## src/buddy_heap_allocator_defines.svh

```systemverilog
// ----------------------------------------------------------------------------
// buddy heap allocator assertion macros
// concurrent check wrappers, compiled out when ASSERT_OFF is set
// ----------------------------------------------------------------------------
`ifndef BUDDY_HEAP_ALLOCATOR_DEFINES_SVH
`define BUDDY_HEAP_ALLOCATOR_DEFINES_SVH
`ifndef ASSERT_OFF
`define BHA_ASSERT(name, clk, rst, prop, msg) \
   name: assert property (@(posedge clk) disable iff (rst) prop) else $error(msg);
`define BHA_ASSERT_NEVER(name, clk, rst, expr, msg) \
   name: assert property (@(posedge clk) disable iff (rst) !(expr)) else $error(msg);
`else
`define BHA_ASSERT(name, clk, rst, prop, msg)
`define BHA_ASSERT_NEVER(name, clk, rst, expr, msg)
`endif
`endif

```

## src/bha_ram.sv

```systemverilog
// ----------------------------------------------------------------------------
// bha_ram
// generic single write, single read ram with registered read data
// ----------------------------------------------------------------------------
module bha_ram #(
   parameter int WIDTH = 8,
   parameter int DEPTH = 16
) (
   input  logic                     clock,
   input  logic                     wr_en,
   input  logic [$clog2(DEPTH)-1:0] wr_addr,
   input  logic [WIDTH-1:0]         wr_data,
   input  logic [$clog2(DEPTH)-1:0] rd_addr,
   output logic [WIDTH-1:0]         rd_data
);

   logic [WIDTH-1:0] mem [DEPTH];
   logic [WIDTH-1:0] rd_data_ff;

   always_ff @(posedge clock) begin
      if (wr_en) begin
         mem[wr_addr] <= wr_data;
      end
      rd_data_ff <= mem[rd_addr];
   end

   assign rd_data = rd_data_ff;

endmodule

```

## config.mk

```make
export PLATFORM = sky130hd
export DESIGN_NAME = bha_ram
export DESIGN_NICKNAME = d
export VERILOG_FILES = /design/src/buddy_heap_allocator_defines.svh /design/src/bha_ram.sv
export SDC_FILE = /design/constraint.sdc
export NUM_CORES = 1
export LEC_CHECK = 0
export BUFFER_PORTS_ARGS = -buffer_cell sky130_fd_sc_hd__buf_2
export CAP_MARGIN = 0
export CORE_MARGIN = 2
export CORE_UTILIZATION = 38
export CTS_CLUSTER_SIZE = 16
export DETAILED_ROUTE_END_ITERATION = 10
export SYNTH_ARGS = -nofsm -noshare
export SYNTH_HDL_FRONTEND = slang
export SYNTH_SLANG_ARGS = --single-unit
export TNS_END_PERCENT = 30
```

## constraint.sdc

```tcl
create_clock -name clock -period 4.05 [get_ports clock]
set_input_delay 0.6075 -clock clock [delete_from_list [all_inputs] [get_ports clock]]
set_output_delay 0.6075 -clock clock [all_outputs]
set_load 0.01 [all_outputs]
```

==> results.sh, run 1 <==
export IMPL_pin_count=26
export IMPL_yosysTopAreaCell="edfxtp_1"
export IMPL_grt_max_degree=33
export IMPL_p_total_mw=3.42
export IMPL_grt_first_pass_wirelength_um=14800
export IMPL_critPathMaxFanout=8
export IMPL_antenna_left=0
export IMPL_r2r_end="rd_data[0]"
export IMPL_synth_area_leaders="edfxtp_1, mux4_2, mux4_1"
export IMPL_clock_latency_ps=410
export IMPL_synth_top_area_share_pct=74.7
export IMPL_crit_slowest_cell="nor3_1"
export IMPL_first_global_vias=2448
export IMPL_clock_path_buffers=2
export IMPL_cts_sinks=136
export IMPL_yosysWarnings=0
export IMPL_hpwl_um=5890
export IMPL_antenna_cells=0
export IMPL_wl_per_cell_um=21.6
export IMPL_syn_inst=229
export IMPL_fmax_ghz=0.489
export IMPL_drive_gt1_share_pct=28.8
export IMPL_fp_dieW_um=120
export IMPL_maxSlewViolCount=0
export IMPL_fin_tns_setup_ps=0
export IMPL_rows=42
export IMPL_cts_root_buffer="clkbuf_16"
export IMPL_die_area_mm2=0.0145
export IMPL_die_y_um=120
export IMPL_syn_nets=247
export IMPL_cts_hold_buf=0
export IMPL_crit_type="input pin to flop"
export IMPL_r2r_slack_ps=2690
export IMPL_cts_resized=0
export IMPL_wl_um=9790
export IMPL_htree_levels=4
export IMPL_ys_seq_elements=136
export IMPL_place_congestion=0.705
export IMPL_area_growth_pct=18.4
export IMPL_initial_core_util_pct=38.9
export IMPL_crit_start="wr_addr[2]"
export IMPL_p_per_area_mw_per_mm2=561
export IMPL_n_fill_cell=1117
export IMPL_vias=2367
export IMPL_min_period_ps=2050
export IMPL_fin_util_pct=46.0
export IMPL_numPlacedInstances=422
export IMPL_portBuffers=25
export IMPL_syn_area_mm2=0.00515
export IMPL_p_leak_nw=2.02
export IMPL_drc_errors=0
export IMPL_antenna_found_initial=0
export IMPL_stdcell_count=454
export IMPL_crit_arrival_ps=2070
export IMPL_hold_path_class="input pin to flop"
export IMPL_synth_area_per_cell_um2=22.5
export IMPL_worst_pin_slew_ps=1070
export IMPL_post_cts_setup_buffers=0
export IMPL_mostFrequentLayoutCells="edfxtp_1, buf_2, mux4_2"
export IMPL_drt_iter0_drc=292
export IMPL_stdcell_area_mm2=0.00609
export IMPL_setup_viol=0
export IMPL_placed_area_mm2=0.00543
export IMPL_reg2reg_depth=3
export IMPL_yosysSeqAreaShare_pct=77.8
export IMPL_cp_cell_sequence="buf_2 > or3b_2 > nor3_1"
export IMPL_cts_tree="yes"
export IMPL_grt_overflow_total=0
export IMPL_critPathLaunchType="input pin"
export IMPL_coreArea_mm2=0.0132
export IMPL_final_setup_skew_ps=4.51
export IMPL_crit_required_ps=4080
export IMPL_endpoint="mem[0][5]"
export IMPL_drt_pass1_iterations=4
export IMPL_final_nets=283
export IMPL_cap_violations=0
export IMPL_yosysUniqueCellTypes=19
export IMPL_numCtsBuffers=17
export IMPL_finalHoldViolCount=0
export IMPL_clk_pin_slew_ps=60
export IMPL_cp_end_kind="flop"
export IMPL_slew_headroom_pct=28.0
export IMPL_vdd_drop_max_mv=0.295
export IMPL_rsz0062_at_grt="false"
export IMPL_fin_crit_sh_pct=50.5
export IMPL_reg2reg_from="mem[0][0]"
export IMPL_final_common_cell="edfxtp_1"
export IMPL_cp_slowest_stage_delay_ps=840
export IMPL_vias_per_cell=5.21
export IMPL_grtUsageTotal_pct=14.6
export IMPL_outcome="finished clean"
-- per-layer routing --
| layer | GRT usage [%] | vias up | wire [µm] |
|---|---|---|---|
| met5 | 0 | - | 0 |
| li1 | - | 1044 | - |
| met4 | 5.81 | 0 | 148 |
| met3 | 4.72 | 14 | 426 |
| met2 | 21.6 | 63 | 4650 |
| met1 | 20.0 | 1246 | 4570 |
-- power breakdown --
group / leakage [nW] / switching, mW / internal, mW
registers: 1.22 / 0.00712 / 1.57
clock network: 0.318 / 0.559 / 1.14
logic: 0.483 / 0.0847 / 0.0568
-- synthesized netlist by cell type, drive strengths merged --
cell,n
edfxtp,128
mux4,32
a22oi,16
nor2,13
nand2,9
dfxtp,8
buf,7
nor3,4
clkdlybuf4s25,3
nand2b,2
nand3b,2
and2,1
and2b,1
nand3,1
nor2b,1
or3b,1
-- final cells by class --
cell class,count,area [µm²],share of cell area (%)
multi-input combinational,83,1070,17.5
timing repair buffer,27,140,2.30
clock buffer,20,467,7.66
sequential,136,4000,65.7
tap,176,220,3.61
clock inverter,12,196,3.22
-- sequential cells by signal (all words and copies together) (netlist names) --
name	cells
mem	128
rd_data	8
-- metrics by stage --
step / worst slack, ps / hold WS, ps
after global routing: 1880 / 588
after global placement: 1620 / 650
after floorplan: 1950 / 629
final: 2000 / 583
after detailed placement: 1480 / 661
after CTS: 1930 / 578
-- cell families after synthesis --
group,count (synthesis),synth area share [%]
mux,32,15.0
buf+inv,10,1.68
simple gates,35,3.18
flops,136,77.8
compound gates,16,2.33
-- worst min path at each step --
stage | startpoint | to | cells past startpoint
2_1_floorplan | mem[7][0] | rd_data[0] | 3
6_report | wr_data[6] | mem[6][6] | 1
3_5_place_dp | mem[14][5] | rd_data[5] | 3
3_3_place_gp | mem[11][3] | rd_data[3] | 3
4_1_cts | wr_data[5] | mem[4][5] | 1
5_1_grt | wr_data[6] | mem[4][6] | 1
-- critical path, delay by kind of cell --
kind	cells	cell delay (ps)
AND/OR/NAND/NOR	2	1350
buffers and inverters	1	110
Note: power is estimated with default switching activity, not from simulation.
==> run 2: changes to the inputs <==
Settings changed: ABC_AREA from default to 1.
Clock period 4.05 ns to 2.1 ns, I/O delays scaled along.
==> results.sh, run 2 <==
export IMPL_outcome="finished clean"
export IMPL_hold_path_class="input pin to flop"
export IMPL_p_int_mw=5.12
export IMPL_rows=45
export IMPL_synth_area_leaders="edfxtp_1, nand2_1, nand3_1"
export IMPL_die_area_mm2=0.0162
export IMPL_combPwrFrac_pct=5.6
export IMPL_p_sw_share_pct=20.8
export IMPL_antenna_found_initial=0
export IMPL_stdcell_area_mm2=0.00675
export IMPL_met2_usage_pct=27.9
export IMPL_met3_usage_pct=4.31
export IMPL_wl_per_cell_um=15.9
export IMPL_syn_area_mm2=0.00577
export IMPL_placed_area_mm2=0.00614
export IMPL_setup_viol=0
export IMPL_fin_tns_setup_ps=0
export IMPL_cts_hold_buf=0
export IMPL_crit_type="flop to primary output"
export IMPL_finalHoldViolCount=0
export IMPL_critPathMaxFanout=1
export IMPL_crit_arrival_ps=920
export IMPL_cp_top_family="flip-flops"
export IMPL_maxSlewViolCount=0
export IMPL_antenna_cells=0
export IMPL_yosysUniqueCellTypes=12
export IMPL_synth_top_area_share_pct=66.7
export IMPL_numCtsBuffers=17
export IMPL_regMostFlops="mem"
export IMPL_final_setup_skew_ps=8.28
export IMPL_drt_pass1_iterations=4
export IMPL_yosysSeqAreaShare_pct=69.4
export IMPL_final_common_cell="nand2_1"
export IMPL_fp_dieW_um=127
export IMPL_place_congestion=0.838
export IMPL_cp_slowest_stage_delay_ps=360
export IMPL_seq_power_share_pct=47.2
export IMPL_cp_cell_sequence="buf_2"
export IMPL_fmax_ghz=0.812
export IMPL_drt_iter0_drc=316
export IMPL_yosysTopAreaCell="edfxtp_1"
export IMPL_initial_core_util_pct=38.4
export IMPL_cts_root_buffer="clkbuf_16"
export IMPL_cts_sinks=136
export IMPL_cts_resized=0
export IMPL_pin_count=26
export IMPL_ys_async_sr_fraction_pct=0
export IMPL_vdd_drop_max_mv=0.520
export IMPL_clock_path_buffers=2
export IMPL_synth_most_common_cell="nand2_1"
export IMPL_die_y_um=127
export IMPL_synthFlopType="edfxtp_1"
export IMPL_p_per_area_mw_per_mm2=958
export IMPL_clock_latency_ps=410
export IMPL_crit_slowest_cell="dfxtp_1"
export IMPL_cp_end_kind="primary output"
export IMPL_ys_seq_elements=136
export IMPL_syn_nets=569
export IMPL_hpwl_um=7790
export IMPL_post_cts_setup_buffers=0
export IMPL_syn_inst=551
export IMPL_htree_levels=4
export IMPL_cts_tree="yes"
export IMPL_cap_violations=0
export IMPL_crit_required_ps=1780
export IMPL_grt_first_pass_wirelength_um=19900
export IMPL_synth_edf_count=128
export IMPL_critPathBufInv=1
export IMPL_coreArea_mm2=0.0150
export IMPL_p_clk_share_pct=47.1
export IMPL_fin_crit_sh_pct=58.6
export IMPL_worst_pin_slew_ps=720
export IMPL_rsz0062_at_grt="false"
export IMPL_min_period_ps=1230
export IMPL_p_leak_nw=2.92
export IMPL_vias=3770
export IMPL_grt_met1_usage_pct=20.6
export IMPL_critPathLaunchType="flop"
export IMPL_vias_per_cell=4.77
export IMPL_final_nets=608
export IMPL_p_sw_mw=1.35
export IMPL_drc_errors=0
export IMPL_synth_area_per_cell_um2=10.5
export IMPL_grt_busiest_layer="met2"
export IMPL_mostFrequentLayoutCells="nand2_1, edfxtp_1, inv_1"
export IMPL_grt_overflow_total=0
export IMPL_r2r_slack_ps=1100
export IMPL_wl_um=12600
export IMPL_area_growth_pct=17.1
export IMPL_synthTopCellsByCount="nand2_1, edfxtp_1, inv_1, nand3_1, nor2_1"
export IMPL_grt_max_degree=65
export IMPL_antenna_left=0
export IMPL_largest_reg_flops=128
export IMPL_slew_headroom_pct=51.8
export IMPL_portBuffers=25
export IMPL_drive_gt1_share_pct=12.3
export IMPL_grtUsageTotal_pct=16.8
export IMPL_clk_pin_slew_ps=60
export IMPL_yosysWarnings=0
export IMPL_first_global_vias=3725
## run 2: cell types whose count changed after synthesis, sizes merged, moves of 4 or more
cell,delta
nor3,-4
a22oi,-16
nor2,+4
nand2,+164
inv,+102
buf,+17
nand3,+96
mux4,-32
## run 2: layout make-up
type	instances	area (µm²)
flip-flops and latches	136	4000
multi-input cells	289	1210
repair buffers	44	305
fillers	1348	8280
clock buffers	19	433
clock inverters	13	179
well taps	188	235
inverters	102	383
## run 2: worst register-to-register path, delay by kind of cell, from the launching register on
kind	cells	cell delay [ps]
buf+inv	1	70
flops	1	360
simple gates	5	480
## run 2: worst paths after layout
kind                            startpoint          to  cells after the start
worst max-delay path            rd_data[0]  rd_data[0]                      1
worst min register to register  mem[14][4]  rd_data[4]                      6
worst min-delay path            rd_addr[3]  rd_data[7]                      3
worst max register to register   mem[9][0]  rd_data[0]                      6
## run 2: logic make-up (layout without fill, tap and decap cells)
kind of cell | Yosys count | in the layout | share of synthesized area (%)
buffers and inverters | 126 | 178 | 9.52
and+or+nand+nor | 289 | 289 | 21.0
DFF | 136 | 136 | 69.4
## run 2: power groups by stage
| stage | registers (mW) | clock network (mW) | logic (mW) |
|---|---|---|---|
| global route | 3.06 | 3.20 | 0.411 |
| floorplan | 3.11 | 0 | 0.214 |
| detailed placement | 3.11 | 0 | 0.367 |
| CTS | 3.06 | 3.10 | 0.369 |
| global placement | 3.11 | 0 | 0.362 |
| finish | 3.06 | 3.05 | 0.365 |
## run 2: through the flow
step	utilization (%)	std cells	worst slack (ps)	hold WS (ps)	total power, mW
after floorplan	-	551	834	414	3.33
after global placement	40.8	759	479	644	3.47
after detailed placement	40.8	759	455	649	3.48
after CTS	44.9	791	844	245	6.52
after global routing	44.9	791	826	253	6.67
final	44.9	791	869	258	6.47
## run 2: per-layer routing
metal	vias to the layer above	wire length, µm
met5	-	0
met4	0	317
met3	25	603
met2	115	6250
met1	1780	5410
li1	1850	-
==> run 3: changes to the inputs <==
Clock period 2.1 ns to 1.2 ns, I/O delays scaled along.
==> results.sh, run 3 (same netlist as run 2, synthesis figures left out) <==
export IMPL_mostFrequentLayoutCells="nand2_1, edfxtp_1, inv_1"
export IMPL_p_leak_nw=3.06
export IMPL_grt_overflow_total=0
export IMPL_p_per_area_mw_per_mm2=1740
export IMPL_hpwl_um=8320
export IMPL_setup_viol=0
export IMPL_wl_um=13100
export IMPL_final_common_cell="nand2_1"
export IMPL_regMostFlops="mem"
export IMPL_die_y_um=127
export IMPL_coreArea_mm2=0.0150
export IMPL_wl_per_cell_um=16.2
export IMPL_cp_end_kind="primary output"
export IMPL_drc_errors=0
export IMPL_die_area_mm2=0.0162
export IMPL_n_fill_cell=1307
export IMPL_critPathBufInv=1
export IMPL_r2r_slack_ps=210
export IMPL_clock_latency_ps=410
export IMPL_outcome="finished clean"
export IMPL_min_period_ps=1150
export IMPL_critPathMaxFanout=1
export IMPL_numCtsBuffers=17
export IMPL_cp_cell_sequence="buf_2"
export IMPL_final_nets=626
export IMPL_worst_pin_slew_ps=349
export IMPL_post_cts_setup_buffers=0
export IMPL_drt_iter0_drc=386
export IMPL_first_global_vias=3808
export IMPL_crit_type="flop to primary output"
export IMPL_maxSlewViolCount=0
export IMPL_rows=45
export IMPL_reg2reg_from="mem[4][4]"
export IMPL_clock_path_buffers=2
export IMPL_clk_pin_slew_ps=60
export IMPL_fin_crit_sh_pct=95.5
export IMPL_largest_reg_flops=128
export IMPL_pin_count=26
export IMPL_p_total_mw=12.2
export IMPL_cts_tree="yes"
export IMPL_cap_violations=0
export IMPL_cp_slowest_stage_delay_ps=390
export IMPL_portBuffers=25
export IMPL_stdcell_area_mm2=0.00700
export IMPL_r2r_end="rd_data[4]"
export IMPL_cts_root_buffer="clkbuf_16"
export IMPL_antenna_left=0
export IMPL_vias_per_cell=4.78
export IMPL_cts_sinks=136
export IMPL_cts_resized=0
export IMPL_critPathLaunchType="flop"
export IMPL_grt_first_pass_wirelength_um=20700
export IMPL_path_depth=1
export IMPL_fp_dieW_um=127
export IMPL_area_growth_pct=21.4
export IMPL_slew_headroom_pct=76.7
export IMPL_cts_hold_buf=0
export IMPL_antenna_found_initial=0
export IMPL_initial_core_util_pct=38.4
export IMPL_hp_start="rd_addr[3]"
export IMPL_grtUsageTotal_pct=17.2
export IMPL_drive_gt1_share_pct=15.3
export IMPL_crit_required_ps=1020
export IMPL_rsz0062_at_grt="false"
export IMPL_finalHoldViolCount=0
export IMPL_cp_top_family="flip-flops"
export IMPL_crit_slowest_cell="dfxtp_1"
export IMPL_crit_start="rd_data[4]"
export IMPL_fmax_ghz=0.873
export IMPL_crit_arrival_ps=970
export IMPL_htree_levels=4
export IMPL_placed_area_mm2=0.00630
export IMPL_reg2reg_depth=6
export IMPL_vdd_drop_max_mv=0.962
export IMPL_grt_max_degree=33
export IMPL_antenna_cells=0
export IMPL_endpoint="rd_data[4]"
export IMPL_place_congestion=0.782
export IMPL_final_setup_skew_ps=5.15
export IMPL_drt_pass1_iterations=5
export IMPL_hold_path_class="input pin to flop"
export IMPL_vias=3865
-- run 3: cell types whose count changed in the layout (fill, tap and decap cells not counted) --
| cell | before | now |
|---|---|---|
| buf_12 | 3 | 5 |
| clkbuf_1 | 2 | 1 |
| clkinv_1 | 2 | 0 |
| buf_4 | 16 | 32 |
| clkinv_4 | 3 | 0 |
| bufinv_16 | 4 | 7 |
| clkbuf_8 | 0 | 2 |
| clkinv_2 | 2 | 1 |
| clkinvlp_4 | 2 | 4 |
-- run 3: layout make-up --
class	instances	area, µm²	share of cell area [%]
clock buffer	20	457	6.52
clock inverter	12	245	3.50
inverter	102	383	5.47
multi-input combinational	289	1210	17.3
sequential	136	4000	57.2
tap	188	235	3.36
timing repair buffer	62	465	6.65
-- run 3: how the worst min path moves through the flow --
| stage | to | slack, ps | cells after the start |
|---|---|---|---|
| after floorplan | mem[0][0] | 280 | 0 |
| after global placement | rd_data[4] | 530 | 3 |
| after detailed placement | rd_data[4] | 520 | 3 |
| after CTS | rd_data[4] | 90 | 3 |
| after global routing | rd_data[4] | 120 | 3 |
| final | rd_data[4] | 100 | 3 |
-- run 3: metrics by stage --
stage,util [%],setup TNS (ps),worst slack [ps],std cells,hold WS (ps)
final,46.6,0,54.1,809,99.8
after detailed placement,41.9,-157,-27.2,777,523
after global placement,41.9,-66.4,-17.3,777,526
after CTS,46.6,0,44.3,809,88.9
after global routing,46.6,0,34.6,809,116
after floorplan,-,0,69.2,551,279
-- run 3: report_power, final --
part	internal (mW)	switching, mW	total, mW
logic	0.235	0.457	0.692
clock network	4.21	1.90	6.11
registers	5.31	0.0339	5.35
total	9.76	2.39	12.2
-- run 3: worst min-delay path, cell delays in order --
cell and delay, ps:
buf_2 150, nand3_1 90, nand2_1 40
-- run 3: metal layers --
| metal | vias to the layer above | track usage (%) | part of all wire (%) |
|---|---|---|---|
| met5 | - | 0 | 0 |
| met4 | 0 | 6.40 | 2.3 |
| met3 | 19 | 3.98 | 5.5 |
| met2 | 128 | 28.8 | 50 |
| met1 | 1832 | 21.8 | 42 |
| li1 | 1886 | - | - |
