[config.mk]
export PLATFORM = sky130hd
export DESIGN_NAME = bha_ctrl
export DESIGN_NICKNAME = d
export VERILOG_FILES = /design/src/bha_pkg.sv /design/src/bha_ctrl.sv
export VERILOG_INCLUDE_DIRS = /design/src /design/src/src
export SDC_FILE = /design/constraint.sdc
export NUM_CORES = 1
export LEC_CHECK = 0
export ABC_AREA = 1
export BUFFER_PORTS_ARGS = -buffer_cell sky130_fd_sc_hd__buf_2
export CAP_MARGIN = 5
export CORE_MARGIN = 8
export CORE_UTILIZATION = 59
export CTS_CLUSTER_DIAMETER = 120
export CTS_CLUSTER_SIZE = 20
export DETAILED_ROUTE_END_ITERATION = 12
export HOLD_SLACK_MARGIN = 0.06
export PLACE_DENSITY_LB_ADDON = 0.12
export SLEW_MARGIN = 20
export SYNTH_ARGS = -nofsm -noshare
export SYNTH_HDL_FRONTEND = slang
export SYNTH_SLANG_ARGS = --single-unit
[constraint.sdc]
create_clock -name clock -period 5.2 [get_ports clock]
set_clock_uncertainty 0.05 [all_clocks]
set_input_delay 1.56 -clock clock [delete_from_list [all_inputs] [get_ports clock]]
set_output_delay 1.56 -clock clock [all_outputs]
set_load 0.1 [all_outputs]
[src/buddy_heap_allocator_defines.svh]
// ----------------------------------------------------------------------------
// buddy heap allocator assertion macros
// concurrent check wrappers, compiled out when ASSERT_OFF is set
// ----------------------------------------------------------------------------
`ifndef BUDDY_HEAP_ALLOCATOR_DEFINES_SVH
`define BUDDY_HEAP_ALLOCATOR_DEFINES_SVH
`ifndef ASSERT_OFF
`define BHA_ASSERT(name, clk, rst, prop, msg) \
   name: assert property (@(posedge clk) disable iff (rst) prop) else $error(msg);
`define BHA_ASSERT_NEVER(name, clk, rst, expr, msg) \
   name: assert property (@(posedge clk) disable iff (rst) !(expr)) else $error(msg);
`else
`define BHA_ASSERT(name, clk, rst, prop, msg)
`define BHA_ASSERT_NEVER(name, clk, rst, expr, msg)
`endif
`endif

[src/bha_pkg.sv]
// ----------------------------------------------------------------------------
// bha_pkg
// shared types, constants and helpers of the buddy heap allocator
// ----------------------------------------------------------------------------
package bha_pkg;

   localparam int MAX_UNITS_LOG2  = 10;
   localparam int UNIT_BYTES_LOG2 = 4;
   localparam int UNIT_W          = MAX_UNITS_LOG2;
   localparam int POS_W           = MAX_UNITS_LOG2 + 1;
   localparam int DEPTH           = 1 << MAX_UNITS_LOG2;
   localparam int SZ_W            = 4;
   localparam int OFF_W           = 14;
   localparam int BYTES_W         = 16;
   localparam int UNITS_W         = BYTES_W - UNIT_BYTES_LOG2 + 1;

   localparam logic [1:0] REQ_ALLOC   = 2'd0;
   localparam logic [1:0] REQ_FREE    = 2'd1;
   localparam logic [1:0] REQ_REALLOC = 2'd2;

   localparam logic [SZ_W-1:0] HL_RESET = SZ_W'(MAX_UNITS_LOG2);

   typedef struct packed {
      logic [1:0]         req_type;
      logic [BYTES_W-1:0] req_bytes;
      logic               has_block;
      logic [OFF_W-1:0]   block_offset;
   } bha_req_type;

   typedef struct packed {
      logic             status;
      logic [OFF_W-1:0] payload_offset;
      logic [OFF_W-1:0] copy_bytes;
   } bha_rsp_type;

   typedef struct packed {
      logic [SZ_W-1:0] size_log2;
      logic            free;
   } bha_entry_type;

   typedef struct packed {
      logic              en;
      logic [UNIT_W-1:0] addr;
      bha_entry_type     data;
   } bha_wr_type;

   // log2 of units needed for the payload plus one header unit
   function automatic logic [SZ_W-1:0] need_log2(input logic [BYTES_W-1:0] bytes);
      logic [UNITS_W-1:0] m1;
      logic [SZ_W-1:0]    k;
      m1 = UNITS_W'(((BYTES_W + 1)'(bytes) + (BYTES_W + 1)'((1 << UNIT_BYTES_LOG2) - 1))
           >> UNIT_BYTES_LOG2);
      k = '0;
      for (int i = 0; i < UNITS_W; i++) begin
         if (m1[i]) begin
            k = SZ_W'(i + 1);
         end
      end
      return k;
   endfunction

endpackage

[src/bha_ctrl.sv]
// ----------------------------------------------------------------------------
// bha_ctrl
// request sequencer: header walk, scan and merge passes, splitting, with one
// shared next-block adder and compare
// ----------------------------------------------------------------------------
`include "buddy_heap_allocator_defines.svh"

module bha_ctrl
   import bha_pkg::*;
(
   input  logic            clock,
   input  logic            reset,
   input  logic [SZ_W-1:0] hl,
   input  logic            cfg_wr,
   input  logic            start,
   input  bha_req_type     req_data,
   output logic            busy,
   output logic            rsp_valid,
   output bha_rsp_type     rsp_data,
   output bha_wr_type      ram_wr,
   output logic [UNIT_W-1:0] ram_raddr,
   input  bha_entry_type   ram_rdata
);

   typedef enum logic [4:0] {
      S_INIT, S_IDLE, S_AS_RD, S_AS_USE, S_SC_RD0, S_SC_USE0, S_SC_RDB, S_SC_USEB,
      S_SC_RDR, S_SC_USER, S_END, S_SP_CHK, S_SP_LO, S_SP_HI, S_MARK, S_FREE_OLD,
      S_DONE
   } state_type;

   state_type         state_ff, state_in;
   logic [1:0]        op_ff, op_in;
   logic              has_ff, has_in;
   logic [SZ_W-1:0]   k_ff, k_in;
   logic [UNIT_W-1:0] u_ff, u_in;
   logic [SZ_W-1:0]   us_ff, us_in;
   logic [POS_W-1:0]  r_ff, r_in;
   logic [POS_W-1:0]  b_ff, b_in;
   logic [SZ_W-1:0]   rs_ff, rs_in;
   logic              rf_ff, rf_in;
   logic [UNIT_W-1:0] best_ff, best_in;
   logic              bv_ff, bv_in;
   logic [SZ_W-1:0]   bsz_ff, bsz_in;
   logic              merge_ff, merge_in;
   logic              retry_ff, retry_in;
   logic              chg_ff, chg_in;
   bha_rsp_type       rsp_ff, rsp_in;

   logic [POS_W-1:0]  heap_end;
   logic [POS_W-1:0]  add_base;
   logic [SZ_W-1:0]   add_sz;
   logic [POS_W-1:0]  add_sum;
   logic              add_lt;
   logic [UNIT_W-1:0] dec_unit;

   assign heap_end = POS_W'(1) << hl;
   assign dec_unit = req_data.block_offset[OFF_W-1:UNIT_BYTES_LOG2] - UNIT_W'(1);

   // shared next-block unit
   always_comb begin
      add_base = (state_ff == S_SC_USEB) ? b_ff : r_ff;
      add_sz   = (state_ff == S_SP_LO || state_ff == S_SP_HI) ? rs_ff - SZ_W'(1)
                                                              : ram_rdata.size_log2;
      add_sum  = add_base + (POS_W'(1) << add_sz);
      add_lt   = add_sum < heap_end;
   end

   always_comb begin
      logic [SZ_W-1:0]   ns;
      logic              bv1;
      logic [UNIT_W-1:0] b1;
      logic [SZ_W-1:0]   bs1;
      logic [UNIT_W-1:0] inc_u;
      logic [UNIT_W:0]   cp;

      state_in = state_ff;
      op_in    = op_ff;
      has_in   = has_ff;
      k_in     = k_ff;
      u_in     = u_ff;
      us_in    = us_ff;
      r_in     = r_ff;
      b_in     = b_ff;
      rs_in    = rs_ff;
      rf_in    = rf_ff;
      best_in  = best_ff;
      bv_in    = bv_ff;
      bsz_in   = bsz_ff;
      merge_in = merge_ff;
      retry_in = retry_ff;
      chg_in   = chg_ff;
      rsp_in   = rsp_ff;
      ram_wr   = '0;
      ram_raddr = r_ff[UNIT_W-1:0];
      ns    = rs_ff + SZ_W'(1);
      bv1   = bv_ff;
      b1    = best_ff;
      bs1   = bsz_ff;
      inc_u = r_ff[UNIT_W-1:0] + UNIT_W'(1);
      cp    = (UNIT_W + 1)'((POS_W'(1) << us_ff) - POS_W'(1));

      unique case (state_ff)
         S_INIT: begin
            ram_wr.en             = 1'b1;
            ram_wr.addr           = '0;
            ram_wr.data.size_log2 = hl;
            ram_wr.data.free      = 1'b1;
            state_in              = S_IDLE;
         end
         S_IDLE: begin
            if (cfg_wr) begin
               state_in = S_INIT;
            end else if (start) begin
               op_in    = req_data.req_type;
               has_in   = req_data.has_block;
               k_in     = need_log2(req_data.req_bytes);
               u_in     = dec_unit;
               rsp_in   = '0;
               r_in     = '0;
               merge_in = 1'b0;
               retry_in = 1'b0;
               priority if (req_data.req_type == REQ_FREE) begin
                  state_in = (req_data.has_block && {1'b0, dec_unit} < heap_end)
                             ? S_AS_RD : S_DONE;
               end else if (req_data.req_type == REQ_ALLOC ||
                            (req_data.req_type == REQ_REALLOC && !req_data.has_block)) begin
                  state_in = S_SC_RD0;
               end else if (req_data.req_type == REQ_REALLOC) begin
                  if ({1'b0, dec_unit} < heap_end) begin
                     state_in = S_AS_RD;
                  end else begin
                     rsp_in.status = 1'b1;
                     state_in      = S_DONE;
                  end
               end else begin
                  state_in = S_DONE;
               end
            end
         end
         S_AS_RD: begin
            state_in = S_AS_USE;
         end
         S_AS_USE: begin
            if (r_ff == {1'b0, u_ff}) begin
               us_in = ram_rdata.size_log2;
               if (ram_rdata.free) begin
                  rsp_in.status = (op_ff == REQ_REALLOC);
                  state_in      = S_DONE;
               end else if (op_ff == REQ_FREE) begin
                  state_in = S_FREE_OLD;
               end else if (k_ff <= ram_rdata.size_log2) begin
                  rsp_in.payload_offset = {u_ff + UNIT_W'(1), UNIT_BYTES_LOG2'(0)};
                  state_in              = S_DONE;
               end else begin
                  r_in     = '0;
                  state_in = S_SC_RD0;
               end
            end else begin
               r_in = add_sum;
               if (add_lt) begin
                  state_in = S_AS_RD;
               end else begin
                  rsp_in.status = (op_ff == REQ_REALLOC);
                  state_in      = S_DONE;
               end
            end
         end
         S_SC_RD0: begin
            ram_raddr = '0;
            state_in  = S_SC_USE0;
         end
         S_SC_USE0: begin
            rs_in  = ram_rdata.size_log2;
            rf_in  = ram_rdata.free;
            b_in   = add_sum;
            chg_in = 1'b0;
            bv_in  = 1'b0;
            if (add_lt) begin
               state_in = S_SC_RDB;
            end else begin
               best_in  = '0;
               bsz_in   = ram_rdata.size_log2;
               bv_in    = !merge_ff && ram_rdata.free && (k_ff <= ram_rdata.size_log2);
               state_in = S_END;
            end
         end
         S_SC_RDB: begin
            ram_raddr = b_ff[UNIT_W-1:0];
            state_in  = S_SC_USEB;
         end
         S_SC_USEB: begin
            if (rf_ff && ram_rdata.free && rs_ff == ram_rdata.size_log2) begin
               ram_wr.en             = 1'b1;
               ram_wr.addr           = r_ff[UNIT_W-1:0];
               ram_wr.data.size_log2 = ns;
               ram_wr.data.free      = 1'b1;
               chg_in                = 1'b1;
               if (!merge_ff) begin
                  if (k_ff <= ns && (!bv_ff || best_ff == r_ff[UNIT_W-1:0] ||
                                     ns <= bsz_ff)) begin
                     best_in = r_ff[UNIT_W-1:0];
                     bsz_in  = ns;
                     bv_in   = 1'b1;
                  end else if (bv_ff && best_ff == r_ff[UNIT_W-1:0]) begin
                     bsz_in = ns;
                  end
               end
               r_in     = add_sum;
               state_in = add_lt ? S_SC_RDR : S_END;
            end else begin
               if (!merge_ff && rf_ff && k_ff <= rs_ff && (!bv1 || rs_ff <= bs1)) begin
                  bv1 = 1'b1;
                  b1  = r_ff[UNIT_W-1:0];
                  bs1 = rs_ff;
               end
               if (!merge_ff && ram_rdata.free && k_ff <= ram_rdata.size_log2 &&
                   (!bv1 || ram_rdata.size_log2 <= bs1)) begin
                  bv1 = 1'b1;
                  b1  = b_ff[UNIT_W-1:0];
                  bs1 = ram_rdata.size_log2;
               end
               bv_in   = bv1;
               best_in = b1;
               bsz_in  = bs1;
               if (rs_ff > ram_rdata.size_log2) begin
                  r_in     = b_ff;
                  rs_in    = ram_rdata.size_log2;
                  rf_in    = ram_rdata.free;
                  b_in     = add_sum;
                  state_in = add_lt ? S_SC_RDB : S_END;
               end else begin
                  r_in     = add_sum;
                  state_in = add_lt ? S_SC_RDR : S_END;
               end
            end
         end
         S_SC_RDR: begin
            state_in = S_SC_USER;
         end
         S_SC_USER: begin
            rs_in    = ram_rdata.size_log2;
            rf_in    = ram_rdata.free;
            b_in     = add_sum;
            state_in = add_lt ? S_SC_RDB : S_END;
         end
         S_END: begin
            r_in = '0;
            if (merge_ff) begin
               if (!chg_ff) begin
                  merge_in = 1'b0;
                  retry_in = 1'b1;
               end
               state_in = S_SC_RD0;
            end else if (bv_ff) begin
               r_in     = {1'b0, best_ff};
               rs_in    = bsz_ff;
               state_in = S_SP_CHK;
            end else if (retry_ff) begin
               rsp_in.status = 1'b1;
               state_in      = S_DONE;
            end else begin
               merge_in = 1'b1;
               state_in = S_SC_RD0;
            end
         end
         S_SP_CHK: begin
            state_in = (rs_ff > k_ff) ? S_SP_LO : S_MARK;
         end
         S_SP_LO: begin
            ram_wr.en             = 1'b1;
            ram_wr.addr           = r_ff[UNIT_W-1:0];
            ram_wr.data.size_log2 = add_sz;
            ram_wr.data.free      = 1'b1;
            state_in              = S_SP_HI;
         end
         S_SP_HI: begin
            ram_wr.en             = 1'b1;
            ram_wr.addr           = add_sum[UNIT_W-1:0];
            ram_wr.data.size_log2 = add_sz;
            ram_wr.data.free      = 1'b1;
            r_in                  = add_sum;
            rs_in                 = add_sz;
            state_in              = S_SP_CHK;
         end
         S_MARK: begin
            ram_wr.en             = 1'b1;
            ram_wr.addr           = r_ff[UNIT_W-1:0];
            ram_wr.data.size_log2 = rs_ff;
            ram_wr.data.free      = 1'b0;
            rsp_in.payload_offset = {inc_u, UNIT_BYTES_LOG2'(0)};
            if (op_ff == REQ_REALLOC && has_ff) begin
               rsp_in.copy_bytes = {cp[UNIT_W-1:0], UNIT_BYTES_LOG2'(0)};
               state_in          = S_FREE_OLD;
            end else begin
               state_in = S_DONE;
            end
         end
         S_FREE_OLD: begin
            ram_wr.en             = 1'b1;
            ram_wr.addr           = u_ff;
            ram_wr.data.size_log2 = us_ff;
            ram_wr.data.free      = 1'b1;
            state_in              = S_DONE;
         end
         S_DONE: begin
            state_in = S_IDLE;
         end
         default: begin
            state_in = S_IDLE;
         end
      endcase
   end

   always_ff @(posedge clock) begin
      if (reset) begin
         state_ff <= S_INIT;
         merge_ff <= 1'b0;
         retry_ff <= 1'b0;
         chg_ff   <= 1'b0;
         bv_ff    <= 1'b0;
      end else begin
         state_ff <= state_in;
         merge_ff <= merge_in;
         retry_ff <= retry_in;
         chg_ff   <= chg_in;
         bv_ff    <= bv_in;
      end
      op_ff   <= op_in;
      has_ff  <= has_in;
      k_ff    <= k_in;
      u_ff    <= u_in;
      us_ff   <= us_in;
      r_ff    <= r_in;
      b_ff    <= b_in;
      rs_ff   <= rs_in;
      rf_ff   <= rf_in;
      best_ff <= best_in;
      bsz_ff  <= bsz_in;
      rsp_ff  <= rsp_in;
   end

   assign busy      = (state_ff != S_IDLE);
   assign rsp_valid = (state_ff == S_DONE);
   assign rsp_data  = rsp_ff;

   `BHA_ASSERT(a_done_then_idle, clock, reset, rsp_valid |=> !busy, "no idle after result")
   `BHA_ASSERT(a_accept_busy, clock, reset, (start && !busy && !cfg_wr) |=> busy, "request lost")
   `BHA_ASSERT(a_fail_zero, clock, reset, (rsp_valid && rsp_data.status) |-> (rsp_data.payload_offset == '0 && rsp_data.copy_bytes == '0), "failure with data")
   `BHA_ASSERT(a_copy_realloc, clock, reset, (rsp_valid && rsp_data.copy_bytes != '0) |-> (op_ff == REQ_REALLOC), "copy on non realloc")
   `BHA_ASSERT_NEVER(a_no_idle_write, clock, reset, (ram_wr.en && state_ff == S_IDLE), "header write while idle")

endmodule

==> results of run 1 <==
-- where the power goes --
group	internal (mW)	switching, mW	total, mW
logic	0.201	0.461	0.662
clock network	0.418	0.293	0.711
registers	0.835	0.0169	0.852
-- synthesized netlist by cell type (11+ instances only) --
cell | instances | area share
o21ai_0 | 77 | 0.050
clkbuf_1 | 14 | 0.0068
inv_1 | 169 | 0.082
xor2_1 | 20 | 0.023
nand3_1 | 36 | 0.023
nor3_1 | 12 | 0.0078
nor2_1 | 123 | 0.060
nand4_1 | 17 | 0.014
edfxtp_1 | 83 | 0.32
ha_1 | 60 | 0.097
a21oi_1 | 66 | 0.043
nand2_1 | 200 | 0.097
o221ai_1 | 11 | 0.012
o211ai_1 | 17 | 0.016
xnor2_1 | 13 | 0.015
o22ai_1 | 17 | 0.014
-- layout by cell type (no fill, tap or decap), drive strengths merged, types with 5 or more instances in the layout --
cell type  count
conb           8
o21ai         84
a31oi          5
xor2          20
nor3          16
edfxtp        83
a211oi         6
o211ai        17
nor2         128
inv          179
a21oi         66
or2            5
clkbuf        13
nand4         17
xnor2         13
buf          186
dfxtp          9
o22ai         17
nand2        203
ha            60
o221ai        11
nand3         39
o21bai         6
-- per-layer routing --
layer  wire length, um  part of all wire  global-route usage  vias to the layer above
met1             10500              0.41               0.399                     3690
li1                  -                 -                   -                     3887
met3              3200              0.12              0.0641                       56
met2             11400              0.44               0.455                      475
met4               731             0.028               0.112                        0
met5                 0                 0                   0                        -
-- path summary, 6_finish.rpt --
path / start / end / slack, ps / cells past startpoint
max: ram_rdata[2] / ram_wr[12] / -150 / 14
min: chg_ff$_SDFFE_PP0P_ / chg_ff$_SDFFE_PP0P_ / 430 / 2
max reg2reg: state_ff[2]$_SDFFE_PP0P_ / best_ff[5]$_SDFFCE_PN0P_ / 370 / 32
min reg2reg: chg_ff$_SDFFE_PP0P_ / chg_ff$_SDFFE_PP0P_ / 430 / 2
-- flip-flops by register name, indices dropped and copies added (netlist names) --
register,count
bv_ff,1
r_ff,11
has_ff,1
op_ff,2
retry_ff,1
chg_ff,1
best_ff,10
rf_ff,1
state_ff,5
merge_ff,1
b_ff,11
k_ff,4
bsz_ff,4
u_ff,10
rs_ff,4
us_ff,4
rsp_data,21
-- final cells by class --
class / count / area (sq um)
multi-input combinational: 752 / 4770
fill: 955 / 2830
sequential: 92 / 2670
timing repair buffer: 189 / 1540
inverter: 180 / 686
clock buffer: 10 / 229
tap: 176 / 220
clock inverter: 5 / 77.6
-- critical path: cells and delay by family --
family,cells,cell delay (ps)
XOR/XNOR,1,160
AO/OA/AOI/OAI,4,640
adder cells (fa/ha/maj),1,230
buffers and inverters,4,510
AND/OR/NAND/NOR,4,630
-- cell families after synthesis --
group,synth area share
XOR/XNOR,0.0374
buffers and inverters,0.104
AND/OR/NAND/NOR,0.230
AO/OA/AOI/OAI,0.183
flip-flops,0.346
adder cells (fa/ha/maj),0.0996
other,0.000485
-- through the flow --
step                      hold WS (ps)  cells
after floorplan                    388   1048
after global placement             404   1364
after detailed placement           414   1364
after CTS                          431   1393
after global routing               447   1404
final                              428   1404
-- repair_timing --
| item | in CTS | in global routing |
|---|---|---|
| hold buffers | 0 | 0 |
| gates cloned | 0 | 1 |
| endpoints found under the setup margin | 8 | 23 |
| buffers inserted | 15 | 13 |
| pin swaps | 22 | 17 |
| gates resized for setup | 52 | 59 |
==> impl_metrics.py, run 1 <==
metrics = {
    "status": {
        "outcome": "complete, but fails checks",
        "violations": "negative setup slack",
    },
    "flow_run": {
        "cap_violations": 0,
    },
    "global_route": {
        "grt_pass1_vias": 7369,
        "grt-ovfl-total": 0,
        "grt_antenna_before_repair": 0,
        "grt_max_degree": 29,
        "track_usage": 0.295,
        "grt_pass1_wl_mm": 38.0,
    },
    "clocking": {
        "cts_buffer_depth": 2,
        "clockRootBuffer": "clkbuf_16",
        "numClockSinks": 92,
        "clkSlewWorstSetupHoldPaths_ps": 70,
        "numCtsBuffers": 9,
        "cts_max_level": 3,
        "tritoncts": "yes",
        "clock_latency_ps": 360,
    },
    "critical_path": {
        "worstSetupStartpointType": "input port",
        "arrival_ps": 3740,
        "end_kind": "output port",
        "worst-setup-path-type": "in2out",
        "crit_slowest_cell": "or2_4",
        "critPathMostFrequentCell": "a21oi_4",
        "path_cells": "buf_8 > a21oi_4 > inv_2 > or2_4 > nor2_4 > ha_4 > a21oi_4 > nand3_2 > buf_6 > a31oi_2 > xnor2_1 > nand2_1 > o211ai_1 > buf_12",
        "crit_required_ps": 3590,
        "critical_path.max_stage_delay_ps": 280,
        "worst-path-max-fanout": 3,
    },
    "sta": {
        "timing.fmax_ghz": 0.187,
        "final_hold_viol_count": 0,
        "relSlewSlack": 0.318,
        "fin_crit_sh": 1.03,
        "finalSetupViolations": 6,
        "rsz0062_at_grt": "true",
        "timing.final.ws_setup_ps": -154,
        "final-max-slew-violation-count": 0,
        "finalCriticalPeriod_ps": 5350,
        "tns_ps": -603,
        "tightest_slew_ps": 1020,
    },
    "drt": {
        "vias": 8108,
        "drtIter0Drc": 1001,
        "drtAntennaViolNets": 0,
        "wl_per_cell_um": 18.4,
        "via_per_inst": 5.77,
        "firstDrtPassIters": 5,
        "wirelength_mm": 25.9,
        "drcViolationCount": 0,
    },
    "placement": {
        "postPlaceCellArea_sq_mm": 0.00922,
        "post-place-ws_ps": -310,
        "routabilityCongestion": 0.976,
        "place_hpwl_mm": 19.6,
        "portBuffers": 90,
    },
    "die": {
        "ioPinCount": 103,
        "core_area_sq_mm": 0.0130,
        "initial_core_util": 0.594,
        "die_w_um": 131,
        "die_y_um": 131,
        "row_count": 42,
        "die_area_sq_mm": 0.0170,
    },
    "hold_path": {
        "hold_class": "reg2reg",
    },
    "finish": {
        "fin_nets": 1331,
        "drive_gt1_frac": 0.257,
        "antenna_cells": 0,
        "final_util": 0.783,
        "final_cell_area_sq_mm": 0.0102,
        "area_growth_pct": 31.9,
    },
    "synthesis": {
        "synth_cell_type_count": 53,
        "ys_warn_count": 0,
        "synth_seq_area_share": 0.346,
        "synth_edf_count": 83,
        "syn_inst": 1041,
        "ys.flop_type": "edfxtp_1",
        "syn-cell-area_sq_mm": 0.00773,
        "synth-async-reset-ratio": 0,
        "syn_avg_cell_area_sq_um": 7.43,
        "ys_seq_elements": 92,
    },
    "power": {
        "total_power_mw": 2.22,
        "ir_drop_v": 0.000162,
        "powerDensity_mw_per_mm2": 218,
        "power_leakage_nw": 4.71,
    },
}
Power figures use the tool's default switching activity.
==> inputs of run 2 (changes only) <==
==> constraint.sdc (replaced) <==
create_clock -name clock -period 5.2 [get_ports clock]
set_clock_uncertainty 0.05 [all_clocks]
set_input_delay 0.78 -clock clock [delete_from_list [all_inputs] [get_ports clock]]
set_output_delay 0.78 -clock clock [all_outputs]
set_load 0.1 [all_outputs]
==> run 2 against run 1 <==
The flow now finishes without violations. Sequential share of layout area rose by 4.3 points. Total power fell by 7.9%. Via count fell by 5.5%. First-iteration DRC count fell by 4.9%. Final cell count fell by 5.6%. Global-route usage fell by 1.4 points.
==> impl_metrics.py, run 2 (same netlist as run 1, synthesis figures left out) <==
metrics = {
    "status": {
        "outcome": "finished clean",
    },
    "critical_path": {
        "worst-setup-path-type": "reg2out",
        "regToRegSetupSlack_ps": 400,
        "arrival_ps": 4070,
        "worst-path-max-fanout": 18,
        "reg2reg_depth": 28,
        "crit_required_ps": 4370,
        "critical_path.max_stage_delay_ps": 530,
        "r2r-end": "best_ff[6]$_SDFFCE_PN0P_",
        "worstSetupEndpoint": "ram_wr[12]",
        "path_cells": "nand2_1 > nor2_1 > inv_2 > nor2_4 > inv_2 > nor2_1 > o21bai_1 > ha_1 > a21oi_1 > nand3_1 > a31oi_1 > xnor2_2 > nand2_1 > o211ai_1 > buf_2",
        "end_kind": "output port",
        "reg2reg_from": "state_ff[4]$_SDFFE_PP0P_",
        "crit_slowest_cell": "dfxtp_1",
        "worstSetupStartpointType": "register",
        "cp-startpoint": "state_ff[1]$_SDFFE_PP0P_",
    },
    "finish": {
        "multi_input_area_sq_mm": 0.00430,
        "layout_common_cells": "200 x nand2_1, 169 x inv_1, 123 x nor2_1",
        "area_growth_pct": 13.2,
        "final_common_cell": "nand2_1",
        "final_cell_area_sq_mm": 0.00876,
        "drive_gt1_frac": 0.138,
        "fin_nets": 1251,
        "fill_cells": 1183,
        "antenna_cells": 0,
        "final_util": 0.672,
        "largest_reg_flops": 21,
        "ff_latch_area_sq_mm": 0.00267,
        "final_cells": 1325,
    },
    "global_route": {
        "grt-ovfl-total": 0,
        "grt_antenna_before_repair": 0,
        "grt_max_degree": 30,
        "track_usage": 0.282,
        "grt_pass1_wl_mm": 36.6,
        "grt_pass1_vias": 7074,
    },
    "power": {
        "power.share.sequential": 0.416,
        "power_leakage_nw": 4.14,
        "swShare": 0.351,
        "ir_drop_v": 0.000133,
        "total_power_mw": 2.05,
        "combPwrFrac": 0.263,
        "p_int_mw": 1.33,
        "clkPwrFrac": 0.321,
        "powerDensity_mw_per_mm2": 234,
        "power_switching_mw": 0.720,
    },
    "sta": {
        "finalCriticalPeriod_ps": 4900,
        "final-max-slew-violation-count": 0,
        "final_hold_viol_count": 0,
        "tns_ps": 0,
        "tightest_slew_ps": 1030,
        "holdWs_ps": 420,
        "finalSetupViolations": 0,
        "relSlewSlack": 0.313,
        "timing.final.ws_setup_ps": 296,
        "timing.fmax_ghz": 0.204,
        "fin_crit_sh": 0.943,
    },
    "placement": {
        "post-place-ws_ps": 408,
        "portBuffers": 90,
        "place_inst": 1309,
        "postPlaceCellArea_sq_mm": 0.00846,
        "place_hpwl_mm": 18.7,
        "routabilityCongestion": 0.936,
    },
    "die": {
        "core_area_sq_mm": 0.0130,
        "die_w_um": 131,
        "die_y_um": 131,
        "initial_core_util": 0.594,
        "die_area_sq_mm": 0.0170,
        "ioPinCount": 103,
        "row_count": 42,
    },
    "clocking": {
        "numCtsBuffers": 9,
        "clock_latency_ps": 350,
        "clkSlewWorstSetupHoldPaths_ps": 60,
        "cts.repair.resized": 0,
        "postCtsSetupBuffers": 0,
        "numClockSinks": 92,
        "tritoncts": "yes",
        "cts_max_level": 3,
        "cts_buffer_depth": 2,
        "hold_buffers": 0,
        "clockRootBuffer": "clkbuf_16",
    },
    "flow_run": {
        "cap_violations": 0,
    },
    "drt": {
        "drtAntennaViolNets": 0,
        "wl_per_cell_um": 17.7,
        "drcViolationCount": 0,
        "wirelength_mm": 23.4,
        "firstDrtPassIters": 5,
        "drtIter0Drc": 952,
        "vias": 7665,
        "via_per_inst": 5.78,
    },
    "hold_path": {
        "hp-start": "chg_ff$_SDFFE_PP0P_",
        "hold_class": "reg2reg",
    },
}
-- run 2: critical path, delay by kind of cell (launching register included) --
family	cells	cell delay (ps)
AND/OR/NAND/NOR	6	1070
AO/OA/AOI/OAI	4	810
buffers and inverters	3	750
flip-flops	1	530
adder cells (fa/ha/maj)	1	340
XOR/XNOR	1	220
-- run 2: power groups by stage --
stage	registers (mW)	logic, mW	clock network, mW
floorplan	0.950	0.323	0
global placement	0.866	0.525	0
detailed placement	0.867	0.531	0
CTS	0.851	0.533	0.656
global route	0.854	0.581	0.687
finish	0.851	0.539	0.657
-- run 2: final cells by class --
| cell class | count | share of cell area |
|---|---|---|
| multi-input cells | 752 | 0.491 |
| well taps | 176 | 0.0251 |
| inverters | 180 | 0.0772 |
| flip-flops and latches | 92 | 0.305 |
| repair buffers | 109 | 0.0692 |
| clock buffers | 11 | 0.0266 |
| clock inverters | 5 | 0.00600 |
-- run 2: how the worst min path moves through the flow --
stage | end | slack, ps | cells after the start
after CTS | chg_ff$_SDFFE_PP0P_ | 420 | 2
after floorplan | chg_ff$_SDFFE_PP0P_ | 390 | 2
after detailed placement | chg_ff$_SDFFE_PP0P_ | 410 | 2
after global routing | chg_ff$_SDFFE_PP0P_ | 440 | 2
final | chg_ff$_SDFFE_PP0P_ | 420 | 2
after global placement | chg_ff$_SDFFE_PP0P_ | 410 | 2
-- run 2: metal layers --
layer | share of wire | track usage | vias to the layer above
met4 | 0.027 | 0.111 | 0
met5 | 0 | 0 | -
li1 | - | - | 3718
met1 | 0.44 | 0.394 | 3494
met2 | 0.42 | 0.423 | 401
met3 | 0.11 | 0.0524 | 52
